`src/hdl/md5_pkg.sv`:
```
// md5 core package: item types, round constants, padding constants and helpers
package md5_pkg;

    localparam int QUEUE_DEPTH = 4;

    typedef logic [31:0] word_t;

    typedef enum logic
    {
        OP_DATA   = 1'b0,
        OP_FINISH = 1'b1
    } op_t;

    typedef struct packed
    {
        op_t        op;
        logic [7:0] data;
    } item_t;

    // back end sequencer states
    typedef enum logic [1:0]
    {
        ST_IDLE,
        ST_PAD,
        ST_HASH,
        ST_EMIT
    } st_t;

    // padding phases
    typedef enum logic [1:0]
    {
        PAD_MARK,
        PAD_ZERO,
        PAD_LEN,
        PAD_END
    } pad_t;

    // round engine control and status
    typedef struct packed
    {
        logic start;
    } rnd_ctl_t;

    typedef struct packed
    {
        logic       busy;
        logic       done;
        logic [3:0] widx;
    } rnd_sts_t;

    localparam word_t INIT_A = 32'h67452301;
    localparam word_t INIT_B = 32'hefcdab89;
    localparam word_t INIT_C = 32'h98badcfe;
    localparam word_t INIT_D = 32'h10325476;

    localparam logic [7:0] MARK_BYTE   = 8'h80;
    localparam logic [5:0] LEN_POS     = 6'd56;
    localparam logic [5:0] LAST_POS    = 6'd63;
    localparam logic [5:0] LAST_ROUND  = 6'd63;

    localparam word_t K_ADD [0:63] = '{
        32'hd76aa478, 32'he8c7b756, 32'h242070db, 32'hc1bdceee,
        32'hf57c0faf, 32'h4787c62a, 32'ha8304613, 32'hfd469501,
        32'h698098d8, 32'h8b44f7af, 32'hffff5bb1, 32'h895cd7be,
        32'h6b901122, 32'hfd987193, 32'ha679438e, 32'h49b40821,
        32'hf61e2562, 32'hc040b340, 32'h265e5a51, 32'he9b6c7aa,
        32'hd62f105d, 32'h02441453, 32'hd8a1e681, 32'he7d3fbc8,
        32'h21e1cde6, 32'hc33707d6, 32'hf4d50d87, 32'h455a14ed,
        32'ha9e3e905, 32'hfcefa3f8, 32'h676f02d9, 32'h8d2a4c8a,
        32'hfffa3942, 32'h8771f681, 32'h6d9d6122, 32'hfde5380c,
        32'ha4beea44, 32'h4bdecfa9, 32'hf6bb4b60, 32'hbebfbc70,
        32'h289b7ec6, 32'heaa127fa, 32'hd4ef3085, 32'h04881d05,
        32'hd9d4d039, 32'he6db99e5, 32'h1fa27cf8, 32'hc4ac5665,
        32'hf4292244, 32'h432aff97, 32'hab9423a7, 32'hfc93a039,
        32'h655b59c3, 32'h8f0ccc92, 32'hffeff47d, 32'h85845dd1,
        32'h6fa87e4f, 32'hfe2ce6e0, 32'ha3014314, 32'h4e0811a1,
        32'hf7537e82, 32'hbd3af235, 32'h2ad7d2bb, 32'heb86d391
    };

    localparam logic [4:0] K_ROT [0:15] = '{
        5'd7, 5'd12, 5'd17, 5'd22,
        5'd5, 5'd9,  5'd14, 5'd20,
        5'd4, 5'd11, 5'd16, 5'd23,
        5'd6, 5'd10, 5'd15, 5'd21
    };

    function automatic word_t rotl(word_t x, logic [4:0] n);
        logic [4:0] m;
        m = 5'(6'd32 - {1'b0, n});
        return (x << n) | (x >> m);
    endfunction

endpackage

```
`src/hdl/md5_message_digest_core.sv`:
```
// md5 message digest core top level
//
// md5 (rfc 1321) hash of a byte stream. each input word carries kind and
// data_byte: kind 0 appends data_byte to the message, kind 1 ends the message,
// pads it and returns the digest as four output words (word_index 0 to 3,
// last set on the fourth). each digest word is one whole chaining word, a in
// word 0 through d in word 3. after the digest the core is ready for a new
// message; an empty message is allowed. input words land in a small queue, so
// the input side keeps accepting while the hash engine or the output is busy,
// until the queue is full. the back end takes data bytes while idle; every
// 64th byte also starts a block compression by the single round unit that does
// one md5 round per cycle. a finish word writes 9 to 72 padding bytes at one
// byte per cycle outside the one or two compressions it runs, then emits four
// digest words, one per cycle when the output is not stalled.
module md5_message_digest_core
#(
    parameter int QUEUE_DEPTH = md5_pkg::QUEUE_DEPTH
)
(
    input  logic        clk,
    input  logic        rst_n,
    // input words
    input  logic        in_valid,
    output logic        in_stall,
    input  logic        kind,
    input  logic [7:0]  data_byte,
    // digest words
    output logic        out_valid,
    input  logic        out_stall,
    output logic [31:0] digest_word,
    output logic [1:0]  word_index,
    output logic        last
);

    logic           q_valid;
    logic           q_pop;
    md5_pkg::item_t q_item;

    // front end: handshake and queue of classified words
    md5_front
    #(
        .QUEUE_DEPTH (QUEUE_DEPTH)
    )
    u_front
    (
        .clk       (clk),
        .rst_n     (rst_n),
        .in_valid  (in_valid),
        .in_stall  (in_stall),
        .kind      (kind),
        .data_byte (data_byte),
        .q_valid   (q_valid),
        .q_item    (q_item),
        .q_pop     (q_pop)
    );

    // back end: block buffer, padding, rounds and registered digest output
    md5_back u_back
    (
        .clk         (clk),
        .rst_n       (rst_n),
        .q_valid     (q_valid),
        .q_item      (q_item),
        .q_pop       (q_pop),
        .out_valid   (out_valid),
        .out_stall   (out_stall),
        .digest_word (digest_word),
        .word_index  (word_index),
        .last        (last)
    );

endmodule

```
`src/hdl/md5_front.sv`:
```
// md5 front end: input handshake, item classification and decoupling queue
module md5_front
#(
    parameter int QUEUE_DEPTH = md5_pkg::QUEUE_DEPTH
)
(
    input  logic           clk,
    input  logic           rst_n,
    input  logic           in_valid,
    output logic           in_stall,
    input  logic           kind,
    input  logic [7:0]     data_byte,
    output logic           q_valid,
    output md5_pkg::item_t q_item,
    input  logic           q_pop
);

    localparam int AW = (QUEUE_DEPTH > 1) ? $clog2(QUEUE_DEPTH) : 1;
    localparam int CW = $clog2(QUEUE_DEPTH + 1);

    md5_pkg::item_t slot_reg [QUEUE_DEPTH];
    logic [AW-1:0]  wr_ptr_reg;
    logic [AW-1:0]  rd_ptr_reg;
    logic [CW-1:0]  count_reg;
    logic           push;
    logic           full;
    md5_pkg::item_t item_in;

    // classify the incoming word
    always_comb
    begin
        item_in.op   = kind ? md5_pkg::OP_FINISH : md5_pkg::OP_DATA;
        item_in.data = data_byte;
    end

    assign full     = (count_reg == CW'(QUEUE_DEPTH));
    assign in_stall = full;
    assign push     = in_valid && !full;
    assign q_valid  = (count_reg != '0);
    assign q_item   = slot_reg[rd_ptr_reg];

    always_ff @(posedge clk)
    begin
        if (push)
        begin
            slot_reg[wr_ptr_reg] <= item_in;
        end
    end

    always_ff @(posedge clk or negedge rst_n)
    begin
        if (!rst_n)
        begin
            wr_ptr_reg <= '0;
            rd_ptr_reg <= '0;
            count_reg  <= '0;
        end
        else
        begin
            if (push)
            begin
                wr_ptr_reg <= (wr_ptr_reg == AW'(QUEUE_DEPTH - 1)) ? '0 : wr_ptr_reg + 1'b1;
            end
            if (q_pop)
            begin
                rd_ptr_reg <= (rd_ptr_reg == AW'(QUEUE_DEPTH - 1)) ? '0 : rd_ptr_reg + 1'b1;
            end
            case ({push, q_pop})
                2'b10:   count_reg <= count_reg + 1'b1;
                2'b01:   count_reg <= count_reg - 1'b1;
                default: count_reg <= count_reg;
            endcase
        end
    end

endmodule

```
`src/hdl/md5_compress.sv`:
```
// md5 compression engine: one round per cycle over 64 rounds
module md5_compress
(
    input  logic                            clk,
    input  logic                            rst_n,
    input  md5_pkg::rnd_ctl_t               ctl,
    output md5_pkg::rnd_sts_t               sts,
    input  logic [3:0][31:0]                chain,
    input  md5_pkg::word_t                  blk_word,
    output logic [3:0][31:0]                result
);

    logic [5:0]     rnd_reg;
    logic           busy_reg;
    logic           done_reg;
    md5_pkg::word_t a_reg, b_reg, c_reg, d_reg;
    md5_pkg::word_t f;
    md5_pkg::word_t sum;
    md5_pkg::word_t b_new;
    logic [1:0]     grp;
    logic [3:0]     r4;
    logic [3:0]     widx;

    assign grp = rnd_reg[5:4];
    assign r4  = rnd_reg[3:0];

    always_comb
    begin
        unique case (grp)
            2'd0:
            begin
                f    = (b_reg & c_reg) | (~b_reg & d_reg);
                widx = r4;
            end
            2'd1:
            begin
                f    = (b_reg & d_reg) | (c_reg & ~d_reg);
                widx = r4 * 4'd5 + 4'd1;
            end
            2'd2:
            begin
                f    = b_reg ^ c_reg ^ d_reg;
                widx = r4 * 4'd3 + 4'd5;
            end
            default:
            begin
                f    = c_reg ^ (b_reg | ~d_reg);
                widx = r4 * 4'd7;
            end
        endcase
    end

    assign sum   = a_reg + f + md5_pkg::K_ADD[rnd_reg] + blk_word;
    assign b_new = b_reg + md5_pkg::rotl(sum, md5_pkg::K_ROT[{grp, rnd_reg[1:0]}]);

    assign sts.busy = busy_reg;
    assign sts.done = done_reg;
    assign sts.widx = widx;
    assign result   = {d_reg, c_reg, b_reg, a_reg};

    always_ff @(posedge clk)
    begin
        if (ctl.start)
        begin
            a_reg <= chain[0];
            b_reg <= chain[1];
            c_reg <= chain[2];
            d_reg <= chain[3];
        end
        else if (busy_reg)
        begin
            a_reg <= d_reg;
            b_reg <= b_new;
            c_reg <= b_reg;
            d_reg <= c_reg;
        end
    end

    always_ff @(posedge clk or negedge rst_n)
    begin
        if (!rst_n)
        begin
            rnd_reg  <= '0;
            busy_reg <= 1'b0;
            done_reg <= 1'b0;
        end
        else
        begin
            done_reg <= busy_reg && (rnd_reg == md5_pkg::LAST_ROUND);
            if (ctl.start)
            begin
                busy_reg <= 1'b1;
                rnd_reg  <= '0;
            end
            else if (busy_reg)
            begin
                rnd_reg <= rnd_reg + 1'b1;
                if (rnd_reg == md5_pkg::LAST_ROUND)
                begin
                    busy_reg <= 1'b0;
                end
            end
        end
    end

endmodule

```
`src/hdl/md5_back.sv`:
```
// md5 back end: block buffer, padding sequencer, chaining words and digest output
module md5_back
(
    input  logic           clk,
    input  logic           rst_n,
    input  logic           q_valid,
    input  md5_pkg::item_t q_item,
    output logic           q_pop,
    output logic           out_valid,
    input  logic           out_stall,
    output logic [31:0]    digest_word,
    output logic [1:0]     word_index,
    output logic           last
);

    md5_pkg::st_t      state_reg, state_next;
    md5_pkg::pad_t     phase_reg;
    logic              pad_active_reg;
    logic [2:0]        len_idx_reg;
    logic [63:0]       bits_reg;
    logic [63:0]       count_reg;
    logic [3:0][31:0]  chain_reg;
    md5_pkg::word_t    blk_reg [16];
    logic [1:0]        emit_idx_reg;
    logic              out_valid_reg;
    md5_pkg::word_t    out_word_reg;
    logic [1:0]        out_index_reg;
    logic              out_last_reg;

    logic [5:0]        pos;
    logic [5:0]        pos_inc;
    logic              out_free;
    logic              byte_we;
    logic [7:0]        byte_val;
    logic              fin_begin;
    logic              load_out;
    md5_pkg::rnd_ctl_t rnd_ctl;
    md5_pkg::rnd_sts_t rnd_sts;
    logic [3:0][31:0]  rnd_res;

    assign pos      = count_reg[5:0];
    assign pos_inc  = pos + 1'b1;
    assign out_free = !out_valid_reg || !out_stall;

    md5_compress u_compress
    (
        .clk      (clk),
        .rst_n    (rst_n),
        .ctl      (rnd_ctl),
        .sts      (rnd_sts),
        .chain    (chain_reg),
        .blk_word (blk_reg[rnd_sts.widx]),
        .result   (rnd_res)
    );

    // next state
    always_comb
    begin
        state_next = state_reg;
        unique case (state_reg)
            md5_pkg::ST_IDLE:
            begin
                if (q_valid)
                begin
                    if (q_item.op == md5_pkg::OP_FINISH)
                    begin
                        state_next = md5_pkg::ST_PAD;
                    end
                    else if (pos == md5_pkg::LAST_POS)
                    begin
                        state_next = md5_pkg::ST_HASH;
                    end
                end
            end
            md5_pkg::ST_PAD:
            begin
                if (pos == md5_pkg::LAST_POS)
                begin
                    state_next = md5_pkg::ST_HASH;
                end
            end
            md5_pkg::ST_HASH:
            begin
                if (rnd_sts.done)
                begin
                    if (!pad_active_reg)
                    begin
                        state_next = md5_pkg::ST_IDLE;
                    end
                    else if (phase_reg == md5_pkg::PAD_END)
                    begin
                        state_next = md5_pkg::ST_EMIT;
                    end
                    else
                    begin
                        state_next = md5_pkg::ST_PAD;
                    end
                end
            end
            md5_pkg::ST_EMIT:
            begin
                if (out_free && (emit_idx_reg == 2'd3))
                begin
                    state_next = md5_pkg::ST_IDLE;
                end
            end
            default:
            begin
                state_next = md5_pkg::ST_IDLE;
            end
        endcase
    end

    // control outputs
    always_comb
    begin
        q_pop         = 1'b0;
        byte_we       = 1'b0;
        byte_val      = q_item.data;
        fin_begin     = 1'b0;
        load_out      = 1'b0;
        rnd_ctl.start = 1'b0;
        unique case (state_reg)
            md5_pkg::ST_IDLE:
            begin
                q_pop     = q_valid;
                byte_we   = q_valid && (q_item.op == md5_pkg::OP_DATA);
                fin_begin = q_valid && (q_item.op == md5_pkg::OP_FINISH);
                rnd_ctl.start = byte_we && (pos == md5_pkg::LAST_POS);
            end
            md5_pkg::ST_PAD:
            begin
                byte_we = 1'b1;
                case (phase_reg)
                    md5_pkg::PAD_MARK: byte_val = md5_pkg::MARK_BYTE;
                    md5_pkg::PAD_LEN:  byte_val = bits_reg[{len_idx_reg, 3'b000} +: 8];
                    default:           byte_val = 8'h00;
                endcase
                rnd_ctl.start = (pos == md5_pkg::LAST_POS);
            end
            md5_pkg::ST_EMIT:
            begin
                load_out = out_free;
            end
            default:
            begin
                load_out = 1'b0;
            end
        endcase
    end

    // block buffer, little-endian byte lanes
    always_ff @(posedge clk)
    begin
        if (byte_we)
        begin
            blk_reg[pos[5:2]][{pos[1:0], 3'b000} +: 8] <= byte_val;
        end
    end

    always_ff @(posedge clk)
    begin
        if (fin_begin)
        begin
            bits_reg <= {count_reg[60:0], 3'b000};
        end
        if (load_out)
        begin
            out_word_reg  <= chain_reg[emit_idx_reg];
            out_index_reg <= emit_idx_reg;
            out_last_reg  <= (emit_idx_reg == 2'd3);
        end
    end

    always_ff @(posedge clk or negedge rst_n)
    begin
        if (!rst_n)
        begin
            state_reg      <= md5_pkg::ST_IDLE;
            phase_reg      <= md5_pkg::PAD_MARK;
            pad_active_reg <= 1'b0;
            len_idx_reg    <= '0;
            count_reg      <= '0;
            chain_reg      <= {md5_pkg::INIT_D, md5_pkg::INIT_C,
                               md5_pkg::INIT_B, md5_pkg::INIT_A};
            emit_idx_reg   <= '0;
            out_valid_reg  <= 1'b0;
        end
        else
        begin
            state_reg <= state_next;

            if (byte_we)
            begin
                count_reg <= count_reg + 64'd1;
            end

            if (fin_begin)
            begin
                phase_reg      <= md5_pkg::PAD_MARK;
                pad_active_reg <= 1'b1;
                len_idx_reg    <= '0;
            end
            else if (state_reg == md5_pkg::ST_PAD)
            begin
                case (phase_reg) inside
                    md5_pkg::PAD_MARK, md5_pkg::PAD_ZERO:
                    begin
                        phase_reg <= (pos_inc == md5_pkg::LEN_POS) ? md5_pkg::PAD_LEN
                                                                   : md5_pkg::PAD_ZERO;
                    end
                    md5_pkg::PAD_LEN:
                    begin
                        len_idx_reg <= len_idx_reg + 1'b1;
                        if (len_idx_reg == 3'd7)
                        begin
                            phase_reg <= md5_pkg::PAD_END;
                        end
                    end
                    default:
                    begin
                        phase_reg <= phase_reg;
                    end
                endcase
            end

            if (rnd_sts.done)
            begin
                for (int i = 0; i < 4; i++)
                begin
                    chain_reg[i] <= chain_reg[i] + rnd_res[i];
                end
            end

            if (load_out)
            begin
                emit_idx_reg <= emit_idx_reg + 1'b1;
                if (emit_idx_reg == 2'd3)
                begin
                    chain_reg      <= {md5_pkg::INIT_D, md5_pkg::INIT_C,
                                       md5_pkg::INIT_B, md5_pkg::INIT_A};
                    count_reg      <= '0;
                    pad_active_reg <= 1'b0;
                end
            end

            if (load_out)
            begin
                out_valid_reg <= 1'b1;
            end
            else if (!out_stall)
            begin
                out_valid_reg <= 1'b0;
            end
        end
    end

    assign out_valid   = out_valid_reg;
    assign digest_word = out_word_reg;
    assign word_index  = out_index_reg;
    assign last        = out_last_reg;

    a_done_in_hash: assert property (@(posedge clk) disable iff (!rst_n)
        rnd_sts.done |-> (state_reg == md5_pkg::ST_HASH))
        else $error("round engine finished outside hash state");

    a_start_idle_engine: assert property (@(posedge clk) disable iff (!rst_n)
        rnd_ctl.start |-> !rnd_sts.busy)
        else $error("round engine restarted while busy");

    a_pop_in_idle: assert property (@(posedge clk) disable iff (!rst_n)
        q_pop |-> (state_reg == md5_pkg::ST_IDLE) && q_valid)
        else $error("queue popped outside idle or while empty");

    a_len_at_56: assert property (@(posedge clk) disable iff (!rst_n)
        (state_reg == md5_pkg::ST_PAD && phase_reg == md5_pkg::PAD_LEN
         && len_idx_reg == 3'd0)
        |-> (pos == md5_pkg::LEN_POS))
        else $error("length field not placed at byte 56");

    a_clear_after_digest: assert property (@(posedge clk) disable iff (!rst_n)
        (load_out && emit_idx_reg == 2'd3) |=> (count_reg == 64'd0) && !pad_active_reg)
        else $error("message state not cleared after last digest word");

endmodule
```
`config.mk`:
```
export PLATFORM = sky130hd
export DESIGN_NAME = md5_message_digest_core
export DESIGN_NICKNAME = d
export VERILOG_FILES = /design/src/hdl/md5_pkg.sv /design/src/hdl/md5_message_digest_core.sv /design/src/hdl/md5_front.sv /design/src/hdl/md5_compress.sv /design/src/hdl/md5_back.sv
export SDC_FILE = /design/constraint.sdc
export NUM_CORES = 2
export LEC_CHECK = 0
export ABC_CLOCK_PERIOD_IN_PS = 19050
export BUFFER_PORTS_ARGS = -buffer_cell sky130_fd_sc_hd__buf_2
export CELL_PAD_IN_SITES_DETAIL_PLACEMENT = 1
export CELL_PAD_IN_SITES_GLOBAL_PLACEMENT = 1
export CORE_MARGIN = 2
export CORE_UTILIZATION = 50
export CTS_CLUSTER_SIZE = 24
export DETAILED_ROUTE_END_ITERATION = 16
export GPL_TIMING_DRIVEN = 0
export PLACE_DENSITY = 0.86
export SLEW_MARGIN = 10
export SYNTH_ARGS = -nofsm -noshare
export SYNTH_HDL_FRONTEND = slang
export SYNTH_SLANG_ARGS = --single-unit
```
`constraint.sdc`:
```
create_clock -name clk -period 19.05 [get_ports clk]
set_input_delay 0 -clock clk [delete_from_list [all_inputs] [get_ports clk]]
set_output_delay 0 -clock clk [all_outputs]
set_load 0.01 [all_outputs]
```
==> flow_metrics.py <==
metrics = {
    "floorplanning": {
        "fp.dieH_microns": 346.6,
        "io_pins": 50,
        "fp.dieArea_sq_um": 120100,
        "start_util_pct": 50.43,
        "die_w_microns": 346.6,
        "rows": 125,
        "core_sq_um": 116400,
    },
    "clock_network": {
        "clock_sinks": 987,
        "clk_path_buf_depth": 3,
        "cts_root_buf": "clkbuf_16",
        "cts_resized": 0,
        "cts_tree": "done",
        "numCtsBuffers": 103,
        "clk_pin_slew_worst_paths_ns": 0.07,
        "clock_latency_ns": 0.76,
        "htree_levels": 3,
    },
    "setup_path": {
        "reg2regPathDepth": 44,
        "crit_path_start_kind": "flip-flop",
        "crit_path_end": "u_back.u_compress.b_reg[31]",
        "cp_data_required_time_ns": 19.63,
        "criticalPathCategory": "reg2reg",
        "worstPathMaxFanout": 21,
        "r2r-end": "u_back.u_compress.b_reg[31]",
        "r2r_slack_ns": 2.12,
        "worstPathArrival_ns": 17.51,
        "critPathCaptureType": "flip-flop",
        "crit_top_cell": "inv_1",
        "crit_slowest_cell": "dfrtp_1",
        "r2r_start": "u_back.u_compress.rnd_reg[2]",
        "setup.worst_path.start": "u_back.u_compress.rnd_reg[2]",
        "critPathMaxStageDelay_ns": 1.06,
    },
    "synth": {
        "netlist_area_sq_um": 58690,
        "synth_cell_type_count": 91,
        "syn_avg_cell_area_sq_um": 11.13,
        "synth.area.mux_share_pct": 11.16,
        "synth_flop_cell": "edfxtp_1",
        "synth_xor_area_share_pct": 4.047,
        "postSynthCellCount": 5274,
        "synth_seq_area_share_pct": 48.81,
        "yosysWarnings": 0,
        "synth_seq_cells": 987,
        "synth_top_family_by_area": "compound AO/OA/AOI/OAI gates",
        "synth_edf_count": 772,
        "synthSimpleGateAreaFrac_pct": 11.75,
        "syn-num-nets": 5595,
        "async_reset_ff_share_pct": 21.78,
        "synth_compound_area_share_pct": 13.82,
        "synth_fa_ha_area_share_pct": 7.513,
    },
    "sta": {
        "rsz0062_at_grt": "no",
        "drv_slew": 0,
        "finalSetupViolations": 0,
        "fin_worst_skew_ns": 0.08462,
        "hold_viol": 0,
        "worst_pin_slew_ns": 1.425,
        "fmax_ghz": 0.05907,
        "period_share_pct": 88.87,
        "slew_headroom_pct": 4.968,
        "min_period_ns": 16.93,
        "fin_tns_setup_ns": 0,
    },
    "pwr": {
        "p_leak_nw": 22.11,
        "irDropWorstVdd_v": 0.0001320,
        "p_per_area_nw_per_um2": 71.79,
    },
    "detailed_routing": {
        "drcViolationCount": 0,
        "num_vias": 49925,
        "dr.pass1.iters": 6,
        "wl_microns": 253600,
        "drt_iter0_drc": 7015,
        "vias_per_cell": 7.071,
        "ant_nets": 0,
        "wire_per_inst_microns": 35.92,
    },
    "global_routing": {
        "grt_first_pass_wirelength_microns": 364200,
        "overflow": 0,
        "first_global_vias": 51246,
        "grt_max_degree": 84,
        "antenna_found_initial": 7,
        "grt_usage_pct": 41.76,
    },
    "placement": {
        "place_inst": 6855,
        "globalplace.congestion": 1.048,
        "io_buffer_count": 49,
        "place_hpwl_microns": 176000,
    },
    "final_layout": {
        "final_nets": 5770,
        "area_delta_synth_final_pct": 10.41,
        "largest_reg_flops": 512,
        "drive_above_1_share_pct": 11.22,
        "final_cells": 7061,
    },
    "flow_run": {
        "max-cap-violations": 0,
    },
    "worst_hold_path": {
        "min_path_type": "in2async",
    },
    "run_status": {
        "status": "finished, final reports clean",
    },
}
## area by class of cell
type,count,area (sq um)
fill,12250,51570
tap,1524,1907
sequential,987,28640
buffer,279,1084
antenna,3,7.507
inverter,169,634.4
clock inverter,65,838.3
timing repair buffer,70,593.1
clock buffer,125,2710
multi-input combinational,3839,28380
## critical path: cells and delay by family (launching register included)
family / cells / cell delay (ns)
muxes: 5 / 1.60
and+or+nand+nor: 3 / 0.81
DFF: 1 / 1.06
AOI/OAI and AO/OA: 19 / 6.44
buffers and inverters: 10 / 3.88
adders and majority gates: 7 / 2.94
## what timing repair did
| action | CTS | global route |
|---|---|---|
| hold endpoints to repair | 255 | 0 |
| setup buffers | 0 | 0 |
| hold buffers | 13 | 0 |
| endpoints found under the setup margin | 0 | 0 |
## synth_stat cells (all sizes together) (24+ instances only)
library cell | count | share of area (%)
a211oi | 124 | 1.6
a21o | 91 | 1.2
a21oi | 373 | 3.2
a31oi | 71 | 0.76
and2 | 25 | 0.27
and3 | 33 | 0.35
buf | 60 | 0.42
clkbuf | 219 | 1.4
dfrtp | 151 | 6.4
dfstp | 64 | 2.9
edfxtp | 772 | 40
fa | 74 | 2.5
ha | 234 | 5.0
inv | 167 | 1.1
mux2 | 58 | 1.1
mux2i | 159 | 2.7
mux4 | 191 | 7.3
nand2 | 546 | 3.5
nand2b | 36 | 0.38
nand3 | 103 | 0.89
nor2 | 533 | 3.4
nor2b | 60 | 0.64
nor3 | 84 | 0.73
o211ai | 38 | 0.49
o21a | 35 | 0.45
o21ai | 343 | 2.9
o31ai | 24 | 0.31
or2 | 45 | 0.48
or3 | 28 | 0.30
xnor2 | 152 | 2.3
xor2 | 113 | 1.7
## per-layer routing
layer	wire length, microns	part of all wire [%]	GRT usage [%]	up-vias
met1	90810	36	51.98	25111
met3	29810	12	11.08	1092
met4	20710	8.2	28.95	10
met2	112200	44	63.69	3764
li1	-	-	-	19948
met5	70	0.028	0	-
## power by group
part / internal, mW / switching, mW / total [mW]
sequential: 2.34 / 0.0137 / 2.35
combinational: 0.0221 / 0.0782 / 0.100
clock: 1.23 / 0.973 / 2.20
total: 3.59 / 1.06 / 4.65
## cells in the final DEF (no fill, tap or decap), types with 151 or more instances in the layout
cell,Yosys,layout
edfxtp_1,772,772
nand2_1,546,545
nor2_1,533,530
a21oi_1,373,372
o21ai_0,333,333
ha_1,234,234
clkbuf_1,219,233
mux4_2,191,191
inv_1,166,166
mux2i_1,159,159
xnor2_1,151,151
dfrtp_1,151,151
## through the flow
step | utilization, % | instance area (sq um) | total power [mW] | setup slack [ns] | hold slack [ns]
finish | 55.68 | 64800 | 4.652 | 2.119 | 0.02480
global route | 55.68 | 64790 | 4.698 | 1.646 | 0.05300
floorplan | - | 58690 | 2.427 | 7.696 | -0.2956
CTS | 55.66 | 64770 | 4.610 | 2.235 | 0.006249
global placement | 52.28 | 60840 | 2.461 | 2.542 | 0.2146
detailed placement | 52.49 | 61070 | 2.478 | 2.356 | -0.0002029
## cells by family (layout without fill, tap and decap cells)
logic type                 Yosys count  after routing
muxes                              408            408
xor gates and xnor gates           267            267
adders and majority gates          308            308
other                                0              3
buffers and inverters              448            708
AOI/OAI and AO/OA                 1300           1300
DFF                                987            987
and+or+nand+nor                   1556           1556
## how the worst min path moves through the flow
stage | cells past startpoint | slack (ns) | start | endpoint
finish | 2 | 0.02 | rst_n | u_back.chain_reg[57]
global route | 2 | 0.05 | rst_n | u_back.chain_reg[57]
CTS | 2 | 0.006 | data_byte[7] | u_front.slot_reg[2][7]
detailed placement | 1 | -0.0002 | rst_n | u_back.chain_reg[53]
global placement | 1 | 0.21 | data_byte[6] | u_front.slot_reg[2][6]
floorplan | 0 | -0.30 | rst_n | u_back.chain_reg[103]
(Power assumes the default switching activity.)
